<file path="config.mk">
export PLATFORM = sky130hd
export DESIGN_NAME = mips_immediate_and_jump_execute_core
export DESIGN_NICKNAME = d
export VERILOG_FILES = /design/src/rtl/core/mije_pkg.sv /design/src/rtl/core/mips_immediate_and_jump_execute_core.sv
export SDC_FILE = /design/constraint.sdc
export NUM_CORES = 1
export LEC_CHECK = 0
export BUFFER_PORTS_ARGS = -buffer_cell sky130_fd_sc_hd__buf_2
export CAP_MARGIN = 10
export CORE_ASPECT_RATIO = 0.75
export CORE_MARGIN = 4
export CORE_UTILIZATION = 50
export DETAILED_ROUTE_END_ITERATION = 10
export GPL_ROUTABILITY_DRIVEN = 0
export PLACE_DENSITY = 0.8
export SYNTH_ARGS = -nofsm -noshare
export SYNTH_HDL_FRONTEND = slang
export SYNTH_SLANG_ARGS = --single-unit
</file>
<file path="constraint.sdc">
create_clock -name i_clk -period 3.7 [get_ports i_clk]
set_input_delay 0.37 -clock i_clk [delete_from_list [all_inputs] [get_ports i_clk]]
set_output_delay 0.37 -clock i_clk [all_outputs]
set_load 0.05 [all_outputs]
</file>
<file path="src/rtl/core/mije_pkg.sv">
`timescale 1ns / 1ps
// Shared constants for the immediate/branch/jump execute core:
// opcodes, memory access kinds and fixed masks. No dependencies.
package mije_pkg;

    typedef logic [5:0] t_opcode;
    typedef logic [2:0] t_mem_kind;

    localparam t_opcode OP_REGIMM = 6'd1;
    localparam t_opcode OP_J      = 6'd2;
    localparam t_opcode OP_JAL    = 6'd3;
    localparam t_opcode OP_BEQ    = 6'd4;
    localparam t_opcode OP_BNE    = 6'd5;
    localparam t_opcode OP_BLEZ   = 6'd6;
    localparam t_opcode OP_BGTZ   = 6'd7;
    localparam t_opcode OP_ADDI   = 6'd8;
    localparam t_opcode OP_ADDIU  = 6'd9;
    localparam t_opcode OP_SLTI   = 6'd10;
    localparam t_opcode OP_SLTIU  = 6'd11;
    localparam t_opcode OP_ANDI   = 6'd12;
    localparam t_opcode OP_ORI    = 6'd13;
    localparam t_opcode OP_LUI    = 6'd15;
    localparam t_opcode OP_LB     = 6'd32;
    localparam t_opcode OP_LW     = 6'd35;
    localparam t_opcode OP_LBU    = 6'd36;
    localparam t_opcode OP_SB     = 6'd40;
    localparam t_opcode OP_SH     = 6'd41;
    localparam t_opcode OP_SW     = 6'd43;

    localparam t_mem_kind MEM_NONE = 3'd0;
    localparam t_mem_kind MEM_LB   = 3'd1;
    localparam t_mem_kind MEM_LBU  = 3'd2;
    localparam t_mem_kind MEM_LW   = 3'd3;
    localparam t_mem_kind MEM_SB   = 3'd4;
    localparam t_mem_kind MEM_SH   = 3'd5;
    localparam t_mem_kind MEM_SW   = 3'd6;

    localparam logic [4:0]  LINK_REG = 5'd31;
    localparam logic [31:0] SIGN32   = 32'h8000_0000;
    localparam logic [31:0] SEG_MASK = 32'hf000_0000;

    // REGIMM rt field: bit 0 selects GEZ over LTZ, bit 4 selects link
    localparam int REGIMM_GE_BIT   = 0;
    localparam int REGIMM_LINK_BIT = 4;

endpackage

</file>
<file path="src/rtl/core/mips_immediate_and_jump_execute_core.sv">
`timescale 1ns / 1ps
// Execute core for MIPS-I immediate, branch and jump instructions.
// Depends on mije_pkg for opcodes, memory kinds and masks.
//
// Usage:
//   Command channel: drive the instruction word, rs/rt register values and
//   the held pc (two words past the instruction) with start high; the item
//   transfers at any edge where start is high and busy is low. busy is
//   always low: the core takes one instruction every cycle.
//   Result channel: o_done is high for exactly one cycle with the writeback,
//   next pc, memory request and flags for one instruction, in issue order.
//   Each instruction passes through an input register stage (with pc - 4),
//   an arithmetic stage (immediate add, branch and jump targets, compares)
//   and a select stage into the output register.
//   Throughput is one instruction per cycle.
//   The receiver cannot stall; every result must be taken in its cycle.
//   Configuration: i_cfg_we writes i_cfg_data into the cache-isolate bit;
//   while set, stores produce no memory request. Write it only when idle.
//   Reset (i_rst_n low, synchronous) clears all stage valid bits and the
//   cache-isolate bit; no result is produced until new commands arrive.
module mips_immediate_and_jump_execute_core (
    input  logic        i_clk,
    input  logic        i_rst_n,
    input  logic        start,
    output logic        busy,
    input  logic [31:0] i_instruction,
    input  logic [31:0] i_rs_value,
    input  logic [31:0] i_rt_value,
    input  logic [31:0] i_pc_now,
    input  logic        i_cfg_we,
    input  logic        i_cfg_data,
    output logic        o_done,
    output logic        o_reg_write,
    output logic [4:0]  o_reg_index,
    output logic [31:0] o_reg_value,
    output logic        o_write_delayed,
    output logic [31:0] o_next_pc,
    output logic        o_branch_taken,
    output logic [2:0]  o_mem_kind,
    output logic [31:0] o_mem_addr,
    output logic [31:0] o_store_data,
    output logic        o_overflow,
    output logic        o_unsupported
);

    logic r_cache_isolated;

    // Stage A: captured command
    logic        r_a_valid;
    logic [31:0] r_a_ins;
    logic [31:0] r_a_rs;
    logic [31:0] r_a_rt;
    logic [31:0] r_a_pc;
    logic [31:0] r_a_pcm4;

    // Stage B: arithmetic results
    logic                 r_b_valid;
    mije_pkg::t_opcode    r_b_op;
    logic [4:0]           r_b_rt_idx;
    logic [15:0]          r_b_imm;
    logic [31:0]          r_b_rt;
    logic [31:0]          r_b_pc;
    logic [31:0]          r_b_sum;
    logic [31:0]          r_b_btarget;
    logic [31:0]          r_b_jtarget;
    logic                 r_b_eq;
    logic                 r_b_slt;
    logic                 r_b_sltu;
    logic                 r_b_ovf;
    logic                 r_b_rs_neg;
    logic                 r_b_rs_zero;
    logic [31:0]          r_b_and;
    logic [31:0]          r_b_or;

    // Output register
    logic        r_done;
    logic        r_wr;
    logic [4:0]  r_idx;
    logic [31:0] r_val;
    logic        r_dly;
    logic [31:0] r_npc;
    logic        r_taken;
    logic [2:0]  r_kind;
    logic [31:0] r_maddr;
    logic [31:0] r_sdata;
    logic        r_ovf;
    logic        r_uns;

    logic [31:0] a_se;
    logic [31:0] a_sum;

    logic        n_wr;
    logic [4:0]  n_idx;
    logic [31:0] n_val;
    logic        n_dly;
    logic [31:0] n_npc;
    logic        n_taken;
    logic [2:0]  n_kind;
    logic [31:0] n_maddr;
    logic [31:0] n_sdata;
    logic        n_ovf;
    logic        n_uns;
    logic        n_is_branch;
    logic        n_cond;

    assign busy = 1'b0;

    always_ff @(posedge i_clk) begin
        if (!i_rst_n) begin
            r_cache_isolated <= 1'b0;
        end else if (i_cfg_we) begin
            r_cache_isolated <= i_cfg_data;
        end
    end

    // Stage A
    always_ff @(posedge i_clk) begin
        if (!i_rst_n) begin
            r_a_valid <= 1'b0;
        end else begin
            r_a_valid <= start && !busy;
        end
    end

    always_ff @(posedge i_clk) begin
        r_a_ins  <= i_instruction;
        r_a_rs   <= i_rs_value;
        r_a_rt   <= i_rt_value;
        r_a_pc   <= i_pc_now;
        r_a_pcm4 <= i_pc_now - 32'd4;
    end

    // Stage B
    assign a_se  = {{16{r_a_ins[15]}}, r_a_ins[15:0]};
    assign a_sum = r_a_rs + a_se;

    always_ff @(posedge i_clk) begin
        if (!i_rst_n) begin
            r_b_valid <= 1'b0;
        end else begin
            r_b_valid <= r_a_valid;
        end
    end

    always_ff @(posedge i_clk) begin
        r_b_op      <= r_a_ins[31:26];
        r_b_rt_idx  <= r_a_ins[20:16];
        r_b_imm     <= r_a_ins[15:0];
        r_b_rt      <= r_a_rt;
        r_b_pc      <= r_a_pc;
        r_b_sum     <= a_sum;
        r_b_btarget <= r_a_pcm4 + {a_se[29:0], 2'b00};
        r_b_jtarget <= (r_a_pcm4 & mije_pkg::SEG_MASK) | {4'b0000, r_a_ins[25:0], 2'b00};
        r_b_eq      <= (r_a_rs == r_a_rt);
        r_b_slt     <= (r_a_rs ^ mije_pkg::SIGN32) < (a_se ^ mije_pkg::SIGN32);
        r_b_sltu    <= (r_a_rs < a_se);
        r_b_ovf     <= !(r_a_rs[31] ^ a_se[31]) && (a_sum[31] ^ r_a_rs[31]);
        r_b_rs_neg  <= r_a_rs[31];
        r_b_rs_zero <= (r_a_rs == 32'd0);
        r_b_and     <= r_a_rs & {16'd0, r_a_ins[15:0]};
        r_b_or      <= r_a_rs | {16'd0, r_a_ins[15:0]};
    end

    // Stage C: select the result fields
    always_comb begin
        n_wr        = 1'b0;
        n_idx       = 5'd0;
        n_val       = 32'd0;
        n_dly       = 1'b0;
        n_npc       = r_b_pc;
        n_taken     = 1'b0;
        n_kind      = mije_pkg::MEM_NONE;
        n_maddr     = 32'd0;
        n_sdata     = 32'd0;
        n_ovf       = 1'b0;
        n_uns       = 1'b0;
        n_is_branch = 1'b0;
        n_cond      = 1'b0;
        unique case (r_b_op) inside
            mije_pkg::OP_REGIMM: begin
                n_is_branch = 1'b1;
                n_cond = r_b_rt_idx[mije_pkg::REGIMM_GE_BIT] ? !r_b_rs_neg : r_b_rs_neg;
                if (r_b_rt_idx[mije_pkg::REGIMM_LINK_BIT]) begin
                    n_wr  = 1'b1;
                    n_idx = mije_pkg::LINK_REG;
                    n_val = r_b_pc;
                end
            end
            mije_pkg::OP_J: begin
                n_npc   = r_b_jtarget;
                n_taken = 1'b1;
            end
            mije_pkg::OP_JAL: begin
                n_npc   = r_b_jtarget;
                n_taken = 1'b1;
                n_wr    = 1'b1;
                n_idx   = mije_pkg::LINK_REG;
                n_val   = r_b_pc;
            end
            mije_pkg::OP_BEQ: begin
                n_is_branch = 1'b1;
                n_cond      = r_b_eq;
            end
            mije_pkg::OP_BNE: begin
                n_is_branch = 1'b1;
                n_cond      = !r_b_eq;
            end
            mije_pkg::OP_BLEZ: begin
                n_is_branch = 1'b1;
                n_cond      = r_b_rs_neg || r_b_rs_zero;
            end
            mije_pkg::OP_BGTZ: begin
                n_is_branch = 1'b1;
                n_cond      = !r_b_rs_neg && !r_b_rs_zero;
            end
            mije_pkg::OP_ADDI: begin
                if (r_b_ovf) begin
                    n_ovf = 1'b1;
                end else begin
                    n_wr  = 1'b1;
                    n_idx = r_b_rt_idx;
                    n_val = r_b_sum;
                end
            end
            mije_pkg::OP_ADDIU: begin
                n_wr  = 1'b1;
                n_idx = r_b_rt_idx;
                n_val = r_b_sum;
            end
            mije_pkg::OP_SLTI: begin
                n_wr  = 1'b1;
                n_idx = r_b_rt_idx;
                n_val = {31'd0, r_b_slt};
            end
            mije_pkg::OP_SLTIU: begin
                n_wr  = 1'b1;
                n_idx = r_b_rt_idx;
                n_val = {31'd0, r_b_sltu};
            end
            mije_pkg::OP_ANDI: begin
                n_wr  = 1'b1;
                n_idx = r_b_rt_idx;
                n_val = r_b_and;
            end
            mije_pkg::OP_ORI: begin
                n_wr  = 1'b1;
                n_idx = r_b_rt_idx;
                n_val = r_b_or;
            end
            mije_pkg::OP_LUI: begin
                n_wr  = 1'b1;
                n_idx = r_b_rt_idx;
                n_val = {r_b_imm, 16'd0};
            end
            mije_pkg::OP_LB, mije_pkg::OP_LBU, mije_pkg::OP_LW: begin
                n_wr    = 1'b1;
                n_idx   = r_b_rt_idx;
                n_dly   = 1'b1;
                n_maddr = r_b_sum;
                n_kind  = (r_b_op == mije_pkg::OP_LB)  ? mije_pkg::MEM_LB :
                          (r_b_op == mije_pkg::OP_LBU) ? mije_pkg::MEM_LBU :
                                                         mije_pkg::MEM_LW;
            end
            mije_pkg::OP_SB, mije_pkg::OP_SH, mije_pkg::OP_SW: begin
                // drop the request while the cache is isolated
                if (!r_cache_isolated) begin
                    n_maddr = r_b_sum;
                    if (r_b_op == mije_pkg::OP_SB) begin
                        n_kind  = mije_pkg::MEM_SB;
                        n_sdata = {24'd0, r_b_rt[7:0]};
                    end else if (r_b_op == mije_pkg::OP_SH) begin
                        n_kind  = mije_pkg::MEM_SH;
                        n_sdata = {16'd0, r_b_rt[15:0]};
                    end else begin
                        n_kind  = mije_pkg::MEM_SW;
                        n_sdata = r_b_rt;
                    end
                end
            end
            default: begin
                n_uns = 1'b1;
            end
        endcase
        if (n_is_branch && n_cond) begin
            n_npc   = r_b_btarget;
            n_taken = 1'b1;
        end
    end

    always_ff @(posedge i_clk) begin
        if (!i_rst_n) begin
            r_done <= 1'b0;
        end else begin
            r_done <= r_b_valid;
        end
    end

    always_ff @(posedge i_clk) begin
        r_wr    <= n_wr;
        r_idx   <= n_idx;
        r_val   <= n_val;
        r_dly   <= n_dly;
        r_npc   <= n_npc;
        r_taken <= n_taken;
        r_kind  <= n_kind;
        r_maddr <= n_maddr;
        r_sdata <= n_sdata;
        r_ovf   <= n_ovf;
        r_uns   <= n_uns;
    end

    assign o_done          = r_done;
    assign o_reg_write     = r_wr;
    assign o_reg_index     = r_idx;
    assign o_reg_value     = r_val;
    assign o_write_delayed = r_dly;
    assign o_next_pc       = r_npc;
    assign o_branch_taken  = r_taken;
    assign o_mem_kind      = r_kind;
    assign o_mem_addr      = r_maddr;
    assign o_store_data    = r_sdata;
    assign o_overflow      = r_ovf;
    assign o_unsupported   = r_uns;

endmodule
</file>
# Yosys cells after proc, flatten, opt, wreduce, memory -nomap -nowiden
# Cells that the tools add are included.
[word_totals]
regBits = 562
latch_bits = 0
mem_bits_rw = 0
rom_bits = 0
input_bits = 133
out_inout_bits = 143
elab_cells = 118
memories = 0
[classes]
addsub = 3
n_mul = 0
n_div = 0
n_lt_le_gt_ge = 2
eq_ne = 21
shift = 0
muxes = 27
bitwise = 8
n_reduce_logical = 19
[op_table]
columns = ["operator", "count"]
rows = [
  ["$pmux W32 S9", 1],
  ["$mux W32", 5],
  ["$add A32 B32 Y32", 2],
  ["$lt A32 B32 Y1", 2],
  ["$pmux W32 S2", 1],
  ["$eq A6 B4 Y1 const B", 7],
  ["$eq A6 B6 Y1 const B", 6],
  ["$and A32 B16 Y32", 1],
  ["$eq A32 B32 Y1", 1],
  ["$logic_not A32 Y1", 1],
  ["$or A32 B16 Y32", 1],
  ["$or A32 B28 Y32", 1],
  ["$sub A32 B3 Y32 const B", 1],
  ["$eq A6 B3 Y1 const B", 4],
  ["$pmux W5 S4", 1],
  ["$reduce_or A20 Y1", 1],
  ["$eq A6 B2 Y1 const B", 2],
  ["$mux W5", 2],
  ["$reduce_or A10 Y1", 1],
  ["$mux W1", 9],
  ["$reduce_or A3 Y1", 3],
  ["$reduce_or A9 Y1", 1],
  ["$mux W8", 1],
  ["$eq A6 B1 Y1 const B", 1],
  ["other kinds (13)", 24],
]

# Longest topological paths before layout
[depth]
ltp_word = 5
mapped_depth = 11
depth_no_buf = 11

# Least setup slack after synthesis
# No wires, ideal clock.
[synth_path]
path_kind = "register to register"
from = "reg r_a_ins[15]"
to = "reg r_b_ovf"
setup_time_ns = 0.115
arrival_time_ns = 3.510
required_ns = 3.585
setup_slack_ns = 0.075
stages_incl_launch_ff = 11
path_buffers = 1
synth_period_minus_slack_ns = 3.625
cell_sequence = "dfxtp_1 -> inv_1 -> ha_1 -> clkbuf_1 -> nor4_1 -> and2_1 -> nand2_1 -> a311oi_1 -> o41ai_1 -> and3_1 -> o21a_1"
[synth_via]
elab_chain_len = 3
elab_cells_between_ends = 5
classes_between = "1 x add/sub; 2 x bitwise; 2 x reduce/logical"
[synth_rtl]
columns = ["element", "line", "text"]
rows = [
  ["start, declared", "mips_immediate_and_jump_execute_core.sv:50", "logic [31:0] r_a_ins;"],
  ["start signal, assigned", "mips_immediate_and_jump_execute_core.sv:126", "r_a_ins <= i_instruction;"],
  ["$add A32 B32 Y32 or $xor A1 B1 Y1 (tied branches)", "mips_immediate_and_jump_execute_core.sv:135, mips_immediate_and_jump_execute_core.sv:157", ""],
  ["$xor A1 B1 Y1 or $logic_not A1 Y1 (tied branches)", "mips_immediate_and_jump_execute_core.sv:157", "r_b_ovf <= !(r_a_rs[31] ^ a_se[31]) && (a_sum[31] ^ r_a_rs[31]);"],
  ["$logic_and A1 B1 Y1 (*)", "mips_immediate_and_jump_execute_core.sv:157", ""],
  ["end signal, assigned", "mips_immediate_and_jump_execute_core.sv:157", ""],
  ["end, declared", "mips_immediate_and_jump_execute_core.sv:69", "logic r_b_ovf;"],
]
# Mark *: on every way between the ends. The rest lies on a longest branch, timed or not.
# A chain may end at the register's enable or synchronous reset.

# Final worst setup path
[layout_path]
from = "reg r_a_ins[15]"
to = "reg r_b_sum[30]"
[layout_via]
elab_chain_len = 1
[layout_rtl]
columns = ["element", "line", "text"]
rows = [
  ["$add A32 B32 Y32", "mips_immediate_and_jump_execute_core.sv:135", "assign a_sum = r_a_rs + a_se;"],
  ["named net a_sum[30]", "mips_immediate_and_jump_execute_core.sv:90", "logic [31:0] a_sum;"],
  ["end signal, assigned", "mips_immediate_and_jump_execute_core.sv:151", "r_b_sum <= a_sum;"],
  ["end, declared", "mips_immediate_and_jump_execute_core.sv:63", "logic [31:0] r_b_sum;"],
]
# The timed path passes the listed nets, and every way through them passes these cells.

==> summary.txt <==
STA
  • Final slew viol count: 0
  • Skew final: 15.4 ps
  • Hold_ws: 35.0 ps
  • Final period utilization: 0.900
  • Maximum clock frequency: 0.300 GHz
  • Slew headroom: 0.253
  • Final min period: 3330 ps
  • Tightest Pin Transition: 1120 ps
  • TNS Setup: 0 ps
  • Final setup violation count: 0
  • Final hold vios: 0
  • RSZ-0062 raised after global routing: false

Worst setup path
  • Critical Path AT: 3760 ps
  • WS Path Type: reg -> reg
  • R2r worst-path depth: 9
  • Required time worst endpoint: 4140 ps
  • CP Capture Type: register
  • Crit path max fanout: 18
  • Startpoint types: register

Clocking
  • CTS tree: built
  • Clk pin slew, worst setup/hold paths: 70 ps
  • Clock Sinks: 518
  • CTS root buffer: clkbuf_16
  • Clock Path Buffers: 3
  • CTS Hold Buffers Added: 123
  • Clock buffer count from CTS: 46
  • Post-CTS Repair Setup Buffers: 0
  • Clock Latency Late Sink: 550 ps
  • Post-CTS sizing: 0
  • H-tree Lvls: 2

Drt
  • DR pass1 iterations: 8
  • DR DRC count: 0
  • Initial DRC count: 1,505
  • Post-route ant nets: 0
  • Uppermost layer routed: met5
  • Routed wl met3: 4.03 mm
  • Final WL: 50.2 mm
  • Metal2 WL: 22.9 mm
  • Routed len/inst: 20.2 um
  • Met1 wire length: 21.7 mm
  • DR vias: 13,241
  • Vias/cell: 5.33

Yosys
  • Avg Cell Area, Syn: 11.0 um2
  • Mapped Area: 17,500 um2
  • Ys Warns: 0
  • Post-synth top area cell: dfxtp_1
  • Synthesized instance count: 1,588
  • Primary FF master, synth: dfxtp_1
  • Area share of the leading cell type in the synthesized netlist: 0.594
  • Number of enable flip-flop cells after synthesis: 0
  • Register area share after synthesis: 0.594
  • Synth unique cells: 74
  • Syn_nets: 1,833
  • #FFs+latches synth: 518
  • Top post-synthesis cells by area: dfxtp_1 (59%), ha_1 (7.9%), xor2_1 (3.2%), xnor2_1 (2.7%), nor2_1 (2.7%)
  • FFs w/ async S/R, synth: 0

Die
  • Die ar.: 38,000 um2
  • Die width: 224 um
  • Starting Density: 0.514
  • Die Y-Extent: 170 um
  • Core region area: 34,000 um2
  • Number of placement rows: 58
  • Ports: 276

GRT
  • Vias in the first global route: 13,283
  • Largest net degree at the start of global routing: 34
  • First-pass GRT wire length: 75.6 mm
  • GR Util All Layers: 0.255
  • Total congestion overflow: 0
  • Initial antenna violation count: 2

Finish
  • Layout Nets: 2,247
  • Filler cell count: 2,601
  • Diode count: 0
  • Layout cells sized above 1: 0.187
  • Layout Area Growth over Synthesis: 26.1%

Placement
  • DP HPWL: 37.3 mm
  • I/O Buffers: 274

Run status
  • Outcome: complete, no violations

Worst hold path
  • Worst Hold Class: in -> reg
  • Hold depth: 1

Run
  • Max_cap viols: 0

Pwr
  • Pwr dens: 557 nW/um2
  • Pleak: 10.2 nW
  • PnR Total Power: 0.0123 W
  • Max IR drop VDD: 0.000422 V
report_power, final:
group	total [W]	internal, W	switching (W)
Sequential	0.00624	0.00599	0.000255
Clock	0.00462	0.00261	0.00201
Combinational	0.00142	0.000552	0.000863
final timing paths:
path | slack [ps] | start | endpoint
hold / removal | 40 | i_pc_now[21] | r_a_pc[21]
hold reg to reg | 320 | r_a_pc[9] | r_b_pc[9]
setup reg to reg | 370 | r_a_ins[15] | r_b_sum[30]
setup / recovery | 370 | r_a_ins[15] | r_b_sum[30]
cell type report:
type,instances,area [um2],share of cell area
inverters,90,338,0.0153
clock inverters,14,114,0.00517
clock buffers,67,1350,0.0614
multi-input cells,939,6600,0.300
flip-flops and latches,518,10400,0.471
well taps,450,563,0.0256
repair buffers,407,2680,0.122
state kept, by name, summed over array words and instances, names as in the netlist, 32 cells and up:
signal / cells
o_next_pc: 32
r_b_btarget: 32
o_mem_addr: 32
o_store_data: 32
r_b_sum: 32
r_b_or: 32
r_a_rs: 32
o_reg_value: 32
r_a_ins: 32
r_a_pcm4: 32
r_a_rt: 32
r_b_rt: 32
cell usage after synthesis, drive strengths merged (5+ instances only):
library cell	count
nand2	95
nor2	125
o21a	9
and2	74
o21bai	16
nor4	27
or4	5
a211oi	7
a21o	26
nand2b	9
inv	90
ha	110
nand4	13
nor3	38
dfxtp	518
xnor2	54
o21ai	28
or3	7
and3	9
o31ai	5
nor2b	11
xor2	63
a222oi	32
nand3	8
a21oi	66
clkbuf	38
a31oi	15
o22ai	30
cells in the final DEF (no fill, tap or decap), types with 30 or more instances in the layout:
master and count:
a21oi_1 65, a222oi_1 32, and2_1 74, buf_2 274, clkbuf_16 47, dfxtp_1 518, dlygate4sd3_1 123, ha_1 110
inv_1 88, nand2_1 95, nor2_1 125, nor3_1 34, o22ai_1 30, xnor2_1 54, xor2_1 63
worst max-delay path, cell delays in order, from the launching register on:
cell and delay (ps):
dfxtp_1 320, inv_1 480, ha_1 440, nor2_1 360, nand4_1 160, o311ai_2 490, a211oi_1 200, o31ai_1 430
a311oi_1 180, xnor2_1 150
logic make-up (layout without fill, tap and decap cells):
| logic type | count (synthesis) | in the layout | share of synthesized area |
|---|---|---|---|
| xor gates and xnor gates | 117 | 117 | 0.0587 |
| and+or+nand+nor | 433 | 433 | 0.126 |
| buffers and inverters | 131 | 578 | 0.0285 |
| DFF | 518 | 518 | 0.594 |
| muxes | 3 | 3 | 0.00179 |
| adders and majority gates | 112 | 112 | 0.0811 |
| other | 1 | 1 | 0.000215 |
| AOI/OAI and AO/OA | 273 | 273 | 0.110 |
layer usage:
layer | up-vias | global-route usage
li1 | 6267 | -
met1 | 6251 | 0.350
met2 | 612 | 0.415
met3 | 109 | 0.0462
met4 | 2 | 0.0785
met5 | - | 0
through the flow:
step                      instances  worst slack [ps]  area (um2)  utilization
final                          2485               372       22000        0.648
after global routing           2485               209       22000        0.648
after detailed placement       2281               475       19300        0.569
after CTS                      2485               455       22000        0.648
after global placement         2281               649       19300        0.569
after floorplan                1588              75.4       17500            -
No activity file was read; power rests on OpenSTA's default activity.
